## config.mk

```make
export PLATFORM = sky130hd
export DESIGN_NAME = max_heap_priority_queue_core
export DESIGN_NICKNAME = d
export VERILOG_FILES = /design/src/rtl/core/mhpq_pkg.sv /design/src/rtl/core/mhpq_heap_ram.sv /design/src/rtl/core/max_heap_priority_queue_core.sv
export SDC_FILE = /design/constraint.sdc
export NUM_CORES = 2
export LEC_CHECK = 0
export BUFFER_PORTS_ARGS = -buffer_cell sky130_fd_sc_hd__buf_4
export CAP_MARGIN = 10
export CORE_MARGIN = 2
export CORE_UTILIZATION = 55
export DETAILED_ROUTE_END_ITERATION = 16
export HOLD_SLACK_MARGIN = 0.05
export PLACE_DENSITY = 0.74
export SLEW_MARGIN = 30
export SYNTH_ARGS = -nofsm -noshare
export SYNTH_HDL_FRONTEND = slang
export SYNTH_HIERARCHICAL = 1
export SYNTH_SLANG_ARGS = --single-unit
export TNS_END_PERCENT = 100
```

## constraint.sdc

```tcl
create_clock -name clk -period 6.2 [get_ports clk]
set_input_delay 0.31 -clock clk [delete_from_list [all_inputs] [get_ports clk]]
set_output_delay 0.31 -clock clk [all_outputs]
set_load 0.01 [all_outputs]
```

## src/rtl/core/mhpq_pkg.sv

```systemverilog
package mhpq_pkg;

	localparam int DEFAULT_CAPACITY = 32;

	localparam logic [1:0] STATUS_OK    = 2'd0;
	localparam logic [1:0] STATUS_FULL  = 2'd1;
	localparam logic [1:0] STATUS_EMPTY = 2'd2;

	localparam logic ACTION_INSERT = 1'b0;
	localparam logic ACTION_REMOVE = 1'b1;

	typedef struct packed {
		logic               action;
		logic signed [31:0] value;
	} req_item_t;

	typedef struct packed {
		logic signed [31:0] max_value;
		logic [1:0]         status;
		logic [5:0]         entries;
	} rsp_item_t;

endpackage

```

## src/rtl/core/mhpq_heap_ram.sv

```systemverilog
// One write port, two registered read ports.
module mhpq_heap_ram #(
	parameter int DEPTH = mhpq_pkg::DEFAULT_CAPACITY,
	parameter int AW    = $clog2(DEPTH)
) (
	input  logic               clk,
	input  logic               wr_en,
	input  logic [AW-1:0]      wr_addr,
	input  logic signed [31:0] wr_data,
	input  logic [AW-1:0]      rd_addr_a,
	input  logic [AW-1:0]      rd_addr_b,
	output logic signed [31:0] rd_data_a,
	output logic signed [31:0] rd_data_b
);

	logic signed [31:0] mem [DEPTH];

	always_ff @(posedge clk) begin
		if (wr_en) begin
			mem[wr_addr] <= wr_data;
		end
		rd_data_a <= mem[rd_addr_a];
		rd_data_b <= mem[rd_addr_b];
	end

endmodule

```

## src/rtl/core/max_heap_priority_queue_core.sv

```systemverilog
// Bounded binary max-heap of signed 32-bit values.
// Request channel (req_valid/req_ready/req): action 0 inserts req.value,
// action 1 removes the largest value held. Response channel
// (rsp_valid/rsp_ready/rsp): exactly one item per request, carrying the
// removed maximum (zero otherwise), a status (ok, full, empty) and the
// number of entries held after the request.
// The heap lives in one synchronous RAM with one write and two read ports.
// The moving value is held in a register; each level writes the hole once.
// Full and empty requests go straight to the done state. An insert reads the
// parent of the hole and compares it, pulling a smaller parent down and
// climbing, and writes the value at the root or below a parent that is not
// smaller. A remove reads the root and the last entry; it ends there when it
// empties the heap, else per level it reads both children and compares them,
// moving a larger child up until the value lands on a slot without children
// or stops above them. req_ready returns on the edge that loads the response
// item; one request is worked at a time.
// The response sits in an output register; a new request is taken while
// it waits, and a stalled receiver only stops the block when the next
// result is ready to be written over it.
// Reset clears the entry count and handshake state; the RAM is not cleared.
module max_heap_priority_queue_core #(
	parameter int CAPACITY = mhpq_pkg::DEFAULT_CAPACITY
) (
	input  logic                clk,
	input  logic                arst_n,
	input  logic                req_valid,
	output logic                req_ready,
	input  mhpq_pkg::req_item_t req,
	output logic                rsp_valid,
	input  logic                rsp_ready,
	output mhpq_pkg::rsp_item_t rsp
);

	localparam int AW = $clog2(CAPACITY);
	localparam int CW = $clog2(CAPACITY + 1);
	localparam int XW = AW + 2;

	localparam logic [2:0] ST_IDLE    = 3'd0;
	localparam logic [2:0] ST_UP_RD   = 3'd1;
	localparam logic [2:0] ST_UP_CMP  = 3'd2;
	localparam logic [2:0] ST_DN_LOAD = 3'd3;
	localparam logic [2:0] ST_DN_RD   = 3'd4;
	localparam logic [2:0] ST_DN_CMP  = 3'd5;
	localparam logic [2:0] ST_DONE    = 3'd6;
	localparam logic [2:0] ST_DN_WAIT = 3'd7;

	logic [2:0]         state_q;
	logic [AW-1:0]      idx_q;
	logic signed [31:0] val_q;
	logic [CW-1:0]      count_q;
	logic signed [31:0] max_q;
	logic [1:0]         status_q;
	logic               rsp_valid_q;
	mhpq_pkg::rsp_item_t rsp_q;

	logic               wr_en;
	logic [AW-1:0]      wr_addr;
	logic signed [31:0] wr_data;
	logic [AW-1:0]      rd_addr_a;
	logic [AW-1:0]      rd_addr_b;
	logic signed [31:0] rd_data_a;
	logic signed [31:0] rd_data_b;

	logic [XW-1:0]      left_w;
	logic [XW-1:0]      right_w;
	logic [XW-1:0]      count_w;
	logic [AW-1:0]      parent;
	logic               left_ok;
	logic               right_ok;
	logic               pick_l;
	logic               pick_r;
	logic signed [31:0] best_l;
	logic               accept;
	logic               rsp_free;

	mhpq_heap_ram #(
		.DEPTH(CAPACITY),
		.AW   (AW)
	) u_ram (
		.clk      (clk),
		.wr_en    (wr_en),
		.wr_addr  (wr_addr),
		.wr_data  (wr_data),
		.rd_addr_a(rd_addr_a),
		.rd_addr_b(rd_addr_b),
		.rd_data_a(rd_data_a),
		.rd_data_b(rd_data_b)
	);

	assign req_ready = (state_q == ST_IDLE);
	assign accept    = req_valid && req_ready;
	assign rsp_free  = !rsp_valid_q || rsp_ready;
	assign rsp_valid = rsp_valid_q;
	assign rsp       = rsp_q;

	// Child and parent slots of the hole.
	assign left_w   = {1'b0, idx_q, 1'b1};
	assign right_w  = left_w + XW'(1);
	assign count_w  = XW'(count_q);
	assign parent   = AW'((idx_q - AW'(1)) >> 1);
	assign left_ok  = left_w < count_w;
	assign right_ok = right_w < count_w;

	// Left child wins ties; a child moves up only when strictly greater.
	assign pick_l = rd_data_a > val_q;
	assign best_l = pick_l ? rd_data_a : val_q;
	assign pick_r = right_ok && (rd_data_b > best_l);

	always_comb begin
		wr_en     = 1'b0;
		wr_addr   = idx_q;
		wr_data   = val_q;
		rd_addr_a = parent;
		rd_addr_b = AW'(count_q);
		unique case (state_q)
			ST_UP_RD: begin
				// Root reached: drop the value into the hole.
				wr_en = (idx_q == '0);
			end
			ST_UP_CMP: begin
				wr_en = 1'b1;
				if (rd_data_a < val_q) begin
					wr_data = rd_data_a;
				end
			end
			ST_DN_WAIT: begin
				rd_addr_a = '0;
			end
			ST_DN_RD: begin
				rd_addr_a = AW'(left_w);
				rd_addr_b = AW'(right_w);
				wr_en     = !left_ok;
			end
			ST_DN_CMP: begin
				wr_en = 1'b1;
				if (pick_r) begin
					wr_data = rd_data_b;
				end else if (pick_l) begin
					wr_data = rd_data_a;
				end
			end
			default: begin
			end
		endcase
	end

	always_ff @(posedge clk or negedge arst_n) begin
		if (!arst_n) begin
			state_q     <= ST_IDLE;
			count_q     <= '0;
			rsp_valid_q <= 1'b0;
			idx_q       <= '0;
			val_q       <= '0;
			max_q       <= '0;
			status_q    <= mhpq_pkg::STATUS_OK;
		end else begin
			// Load a finished item, or drop the one the receiver took.
			if (state_q == ST_DONE && rsp_free) begin
				rsp_valid_q <= 1'b1;
			end else if (rsp_valid_q && rsp_ready) begin
				rsp_valid_q <= 1'b0;
			end
			unique case (state_q)
				ST_IDLE: begin
					if (accept) begin
						max_q    <= '0;
						status_q <= mhpq_pkg::STATUS_OK;
						val_q    <= req.value;
						if (req.action == mhpq_pkg::ACTION_INSERT) begin
							if (count_q == CW'(CAPACITY)) begin
								status_q <= mhpq_pkg::STATUS_FULL;
								state_q  <= ST_DONE;
							end else begin
								idx_q   <= AW'(count_q);
								count_q <= count_q + CW'(1);
								state_q <= ST_UP_RD;
							end
						end else begin
							if (count_q == '0) begin
								status_q <= mhpq_pkg::STATUS_EMPTY;
								state_q  <= ST_DONE;
							end else begin
								count_q <= count_q - CW'(1);
								state_q <= ST_DN_WAIT;
							end
						end
					end
				end
				ST_UP_RD: begin
					state_q <= (idx_q == '0) ? ST_DONE : ST_UP_CMP;
				end
				ST_UP_CMP: begin
					// Parent smaller: pull it down and climb.
					if (rd_data_a < val_q) begin
						idx_q   <= parent;
						state_q <= ST_UP_RD;
					end else begin
						state_q <= ST_DONE;
					end
				end
				ST_DN_WAIT: begin
					state_q <= ST_DN_LOAD;
				end
				ST_DN_LOAD: begin
					// Root is the result; the last entry starts at the root.
					max_q   <= rd_data_a;
					val_q   <= rd_data_b;
					idx_q   <= '0;
					state_q <= (count_q == '0) ? ST_DONE : ST_DN_RD;
				end
				ST_DN_RD: begin
					state_q <= left_ok ? ST_DN_CMP : ST_DONE;
				end
				ST_DN_CMP: begin
					if (pick_r) begin
						idx_q   <= AW'(right_w);
						state_q <= ST_DN_RD;
					end else if (pick_l) begin
						idx_q   <= AW'(left_w);
						state_q <= ST_DN_RD;
					end else begin
						state_q <= ST_DONE;
					end
				end
				ST_DONE: begin
					// Hold until the output register can take the item.
					if (rsp_free) begin
						state_q <= ST_IDLE;
					end
				end
				default: begin
					state_q <= ST_IDLE;
				end
			endcase
		end
	end

	always_ff @(posedge clk) begin
		if (state_q == ST_DONE && rsp_free) begin
			rsp_q.max_value <= max_q;
			rsp_q.status    <= status_q;
			rsp_q.entries   <= 6'(count_q);
		end
	end

endmodule
```

==> impl_results.html <==
<table>
<tr><th>Metric</th><th>Value</th></tr>
<tr><th colspan="2">Critical path</th></tr>
<tr><td>Worst r2r src</td><td>val_q[15]$_DFFE_PN0P_</td></tr>
<tr><td>End of the worst register-to-register path</td><td>u_ram/mem[26][8]$_DFFE_PP_</td></tr>
<tr><td>Maximum net fanout on the critical path</td><td>32</td></tr>
<tr><td>Critical path type</td><td>flop to flop</td></tr>
<tr><td>Element type at the critical path end</td><td>flop</td></tr>
<tr><td>Endpoint of the most critical setup path</td><td>u_ram/mem[26][8]$_DFFE_PP_</td></tr>
<tr><td>Reg2reg setup slack</td><td>0.20 ns</td></tr>
<tr><td>Cell depth of the worst flop-to-flop path</td><td>22</td></tr>
<tr><td>Arrival time at the worst endpoint</td><td>6.45 ns</td></tr>
<tr><td>Launch point of the critical path</td><td>val_q[15]$_DFFE_PN0P_</td></tr>
<tr><td>Required time of the critical path</td><td>6.65 ns</td></tr>
<tr><td>Crit start category</td><td>flop</td></tr>
<tr><th colspan="2">STA</th></tr>
<tr><td>Time the worst path needs with I/O delays and setup</td><td>6.00 ns</td></tr>
<tr><td>RSZ-0062 raised after global routing</td><td>false</td></tr>
<tr><td>Hold violation count in the final report</td><td>0</td></tr>
<tr><td>Post-Route Skew</td><td>0.0312 ns</td></tr>
<tr><td>Headroom to the max-slew limit</td><td>27.6%</td></tr>
<tr><td>Total negative slack for setup checks</td><td>0 ns</td></tr>
<tr><td>Number of pins with negative max-slew slack in the final report</td><td>0</td></tr>
<tr><td>Tightest Pin Transition</td><td>1.09 ns</td></tr>
<tr><td>Ratio of final minimum period to clock period</td><td>96.9%</td></tr>
<tr><td>Highest clock rate</td><td>0.167 GHz</td></tr>
<tr><td>Endpoints failing setup</td><td>0</td></tr>
<tr><th colspan="2">Die</th></tr>
<tr><td>Count of standard-cell rows</td><td>119</td></tr>
<tr><td>Io pins</td><td>79</td></tr>
<tr><td>CORE AREA</td><td>105000 µm²</td></tr>
<tr><td>Die Height</td><td>329 µm</td></tr>
<tr><td>Die Width</td><td>329 µm</td></tr>
<tr><td>Area of the die</td><td>108000 µm²</td></tr>
<tr><td>Initial core utilization</td><td>55.3%</td></tr>
<tr><th colspan="2">Global route</th></tr>
<tr><td>All-Layer GR Usage</td><td>34.0%</td></tr>
<tr><td>First-pass GRT wire length</td><td>267000 µm</td></tr>
<tr><td>Pin count of the biggest net entering global routing</td><td>124</td></tr>
<tr><td>Vias in the first global route</td><td>39.4k</td></tr>
<tr><td>Number of antenna violations at the first check in global routing</td><td>7</td></tr>
<tr><td>Overflow after GRT</td><td>0</td></tr>
<tr><th colspan="2">Yosys</th></tr>
<tr><td>Synthesized area per cell</td><td>13.4 µm²</td></tr>
<tr><td>Synthesized-area fraction occupied by ao, oa, aoi and oai cells</td><td>9.27%</td></tr>
<tr><td>Post-synthesis simple-gate area fraction</td><td>6.32%</td></tr>
<tr><td>Synthesized area</td><td>58100 µm²</td></tr>
<tr><td>Count of different cell masters after synthesis</td><td>66</td></tr>
<tr><td>Share of flip-flops with an asynchronous set or reset after synthesis</td><td>6.70%</td></tr>
<tr><td>Total nets after synthesis</td><td>4443</td></tr>
<tr><td>Portion of the post-synthesis area used by sequential elements</td><td>60.7%</td></tr>
<tr><td>Post-synthesis adder-cell area fraction</td><td>1.76%</td></tr>
<tr><td>Yosys warning count</td><td>6</td></tr>
<tr><td>Largest family of logic cells by synthesized area</td><td>multiplexers</td></tr>
<tr><td>Count of state elements after synthesis</td><td>1209</td></tr>
<tr><td>Parity-gate share of the synthesized area counting xor and xnor cells</td><td>0.209%</td></tr>
<tr><td>Post-synth top flop</td><td>sky130_fd_sc_hd__edfxtp_1</td></tr>
<tr><td>Instance count of the mapped netlist</td><td>4325</td></tr>
<tr><td>Number of enable-type register cells in the synthesized netlist</td><td>1064</td></tr>
<tr><td>Mux contribution to synthesized area</td><td>18.3%</td></tr>
<tr><th colspan="2">Finish</th></tr>
<tr><td>Area taken by flip-flops and latches</td><td>35300 µm²</td></tr>
<tr><td>Fraction of layout instances using a drive strength above 1</td><td>11.7%</td></tr>
<tr><td>Fill cell total of the finished layout</td><td>7646</td></tr>
<tr><td>Nets@finish</td><td>4542</td></tr>
<tr><td>Multi-input combinational cell area</td><td>21300 µm²</td></tr>
<tr><td>Synth-to-Final Area Change</td><td>13.7%</td></tr>
<tr><th colspan="2">Flow run</th></tr>
<tr><td>Max-Cap Viols</td><td>0</td></tr>
<tr><th colspan="2">Placed design</th></tr>
<tr><td>Detailed placer's ending HPWL</td><td>104000 µm</td></tr>
<tr><td>Routability congestion estimate from global placement</td><td>0.957</td></tr>
<tr><td>Count of buffers inserted at the top-level ports</td><td>78</td></tr>
<tr><th colspan="2">Route</th></tr>
<tr><td>Wire per inst</td><td>31.6 µm</td></tr>
<tr><td>Remaining design rule violation count</td><td>0</td></tr>
<tr><td>First-pass DRT Iterations</td><td>13</td></tr>
<tr><td>Detailed Route Iter0 Violations</td><td>6143</td></tr>
<tr><td>Post-DR vias/cell</td><td>6.93</td></tr>
<tr><td>Post-route ant nets</td><td>0</td></tr>
<tr><td>Via count</td><td>41.0k</td></tr>
<tr><td>Total routed wirelength</td><td>187000 µm</td></tr>
<tr><th colspan="2">Clock network</th></tr>
<tr><td>H-tree level count</td><td>3</td></tr>
<tr><td>Worst-skew pair later-pin latency</td><td>0.72 ns</td></tr>
<tr><td>Clock Root Buffer</td><td>sky130_fd_sc_hd__clkbuf_16</td></tr>
<tr><td>TritonCTS clock tree</td><td>yes</td></tr>
<tr><td>Clock-pin slew on the worst setup and hold paths</td><td>0.06 ns</td></tr>
<tr><td>Buffer depth of the longest clock path</td><td>3</td></tr>
<tr><td>CTS Buf Count</td><td>117</td></tr>
<tr><td>Count of clock tree sinks</td><td>1209</td></tr>
<tr><th colspan="2">Worst hold path</th></tr>
<tr><td>Kind of path behind the tightest hold check</td><td>input port to async pin</td></tr>
<tr><th colspan="2">Status</th></tr>
<tr><td>Result of the run</td><td>completed</td></tr>
</table>
## repair_timing
item / in CTS / in global routing
buffers inserted: 0 / 0
gates resized for setup: 0 / 3
endpoints found under the setup margin: 0 / 832
hold endpoints to repair: 69 / 0
hold buffers: 36 / 0
## per-layer routing
metal  global-route usage (%)  part of all wire (%)  wire length, µm
met5                        0                 0.013               25
met4                     17.1                   5.8            10800
met3                     7.79                    13            25200
met2                     50.3                    43            81100
met1                     47.1                    37            69800
## worst min path at each step
stage,startpoint,depth (start not counted),endpoint
final,arst_n,2,count_q[3]$_DFFE_PN0P_
after global routing,arst_n,2,state_q[1]$_DFFE_PN0P_
after CTS,arst_n,2,count_q[1]$_DFFE_PN0P_
after detailed placement,arst_n,1,count_q[0]$_DFFE_PN0P_
after global placement,arst_n,1,count_q[0]$_DFFE_PN0P_
after floorplan,arst_n,0,count_q[0]$_DFFE_PN0P_
## flip-flops by register name, indices dropped and copies added (netlist names)
signal,count
u_ram/rd_data_b,32
u_ram/mem,1024
idx_q,5
state_q,3
status_q,2
rsp_valid,1
count_q,6
rsp,40
val_q,32
u_ram/rd_data_a,32
max_q,32
## cells in the mapped netlist, types with 32 or more instances
cell type                     n  area, µm²
sky130_fd_sc_hd__edfxtp_1  1064      32000
sky130_fd_sc_hd__mux2i_1   1059      10600
sky130_fd_sc_hd__nand2_1    363       1360
sky130_fd_sc_hd__nand3_1    235       1180
sky130_fd_sc_hd__a21oi_1    227       1140
sky130_fd_sc_hd__a22oi_1    194       1460
sky130_fd_sc_hd__a22o_1     132       1160
sky130_fd_sc_hd__clkbuf_1   119        447
sky130_fd_sc_hd__a31oi_1     98        613
sky130_fd_sc_hd__nor2_1      82        308
sky130_fd_sc_hd__dfrtp_1     81       2030
sky130_fd_sc_hd__ha_1        80       1000
sky130_fd_sc_hd__buf_2       76        380
sky130_fd_sc_hd__nor3_1      72        360
sky130_fd_sc_hd__dfxtp_1     64       1280
sky130_fd_sc_hd__buf_4       50        375
sky130_fd_sc_hd__buf_6       48        541
sky130_fd_sc_hd__inv_1       48        180
sky130_fd_sc_hd__o21ai_1     32        160
## worst max-delay path, stage by stage, from the launching register on
cell                        delay (ns)
sky130_fd_sc_hd__dfrtp_1          0.40
sky130_fd_sc_hd__inv_1            0.06
sky130_fd_sc_hd__ha_1             0.31
sky130_fd_sc_hd__nand4_1          0.15
sky130_fd_sc_hd__nor4_2           0.44
sky130_fd_sc_hd__a21boi_1         0.25
sky130_fd_sc_hd__o31ai_2          0.13
sky130_fd_sc_hd__o2111ai_4        0.18
sky130_fd_sc_hd__mux2i_4          0.32
sky130_fd_sc_hd__buf_12           0.27
sky130_fd_sc_hd__mux2i_1          0.30
sky130_fd_sc_hd__ha_1             0.31
sky130_fd_sc_hd__a21oi_1          0.18
sky130_fd_sc_hd__nand2_1          0.07
sky130_fd_sc_hd__a221oi_1         0.38
sky130_fd_sc_hd__o211ai_1         0.30
sky130_fd_sc_hd__a21oi_1          0.28
sky130_fd_sc_hd__o21a_1           0.25
sky130_fd_sc_hd__nor2_4           0.04
sky130_fd_sc_hd__buf_4            0.23
sky130_fd_sc_hd__a222oi_1         0.39
sky130_fd_sc_hd__o21ai_2          0.22
sky130_fd_sc_hd__buf_12           0.21
## layout make-up
cell class	instances	share of cell area, %
flip-flops and latches	1209	53.4
multi-input cells	2766	32.3
clock inverters	82	1.72
inverters	48	0.273
repair buffers	282	4.97
diodes	2	0.00758
well taps	1391	2.64
clock buffers	142	4.70
## logic make-up (layout without fill, tap and decap cells)
group | count (synthesis) | after routing
buf+inv | 350 | 554
other cells | 0 | 2
flops | 1209 | 1209
simple gates | 821 | 821
compound gates | 790 | 790
mux | 1061 | 1061
fa+ha+maj | 81 | 81
xor+xnor | 13 | 13
## layout by cell type (no fill, tap or decap), types with 17 or more instances in the layout
cell                            count
sky130_fd_sc_hd__inv_1             48
sky130_fd_sc_hd__nor2_1            48
sky130_fd_sc_hd__dlygate4sd3_1     36
sky130_fd_sc_hd__o21ai_0           27
sky130_fd_sc_hd__a31oi_1           98
sky130_fd_sc_hd__bufinv_16         25
sky130_fd_sc_hd__buf_12            81
sky130_fd_sc_hd__a22o_1           132
sky130_fd_sc_hd__o21ai_2           20
sky130_fd_sc_hd__ha_1              80
sky130_fd_sc_hd__nand3_1          235
sky130_fd_sc_hd__clkbuf_1          17
sky130_fd_sc_hd__edfxtp_1        1064
sky130_fd_sc_hd__nand2_1          359
sky130_fd_sc_hd__clkbuf_16        117
sky130_fd_sc_hd__buf_4            162
sky130_fd_sc_hd__a22oi_1          194
sky130_fd_sc_hd__nor3_1            70
sky130_fd_sc_hd__nor2_4            35
sky130_fd_sc_hd__clkinv_2          21
sky130_fd_sc_hd__mux2i_1         1058
sky130_fd_sc_hd__a21oi_1          227
sky130_fd_sc_hd__dfrtp_1           81
sky130_fd_sc_hd__a222oi_1          31
sky130_fd_sc_hd__dfxtp_1           64
## through the flow
| stage | instances | hold slack [ns] | util [%] | setup slack, ns | area (µm²) |
|---|---|---|---|---|---|
| after floorplan | 4325 | 0.0144 | - | 0.822 | 58100 |
| after global placement | 5657 | 0.314 | 58.4 | 0.223 | 61300 |
| after detailed placement | 5659 | 0.320 | 58.5 | 0.177 | 61400 |
| after CTS | 5919 | 0.121 | 62.8 | 0.0941 | 66000 |
| after global routing | 5920 | 0.171 | 62.9 | 0.0284 | 66000 |
| final | 5922 | 0.132 | 62.9 | 0.195 | 66000 |
Power is not shown: default switching activity piles up to over one toggle a cycle in this logic, so the estimate is an artifact.
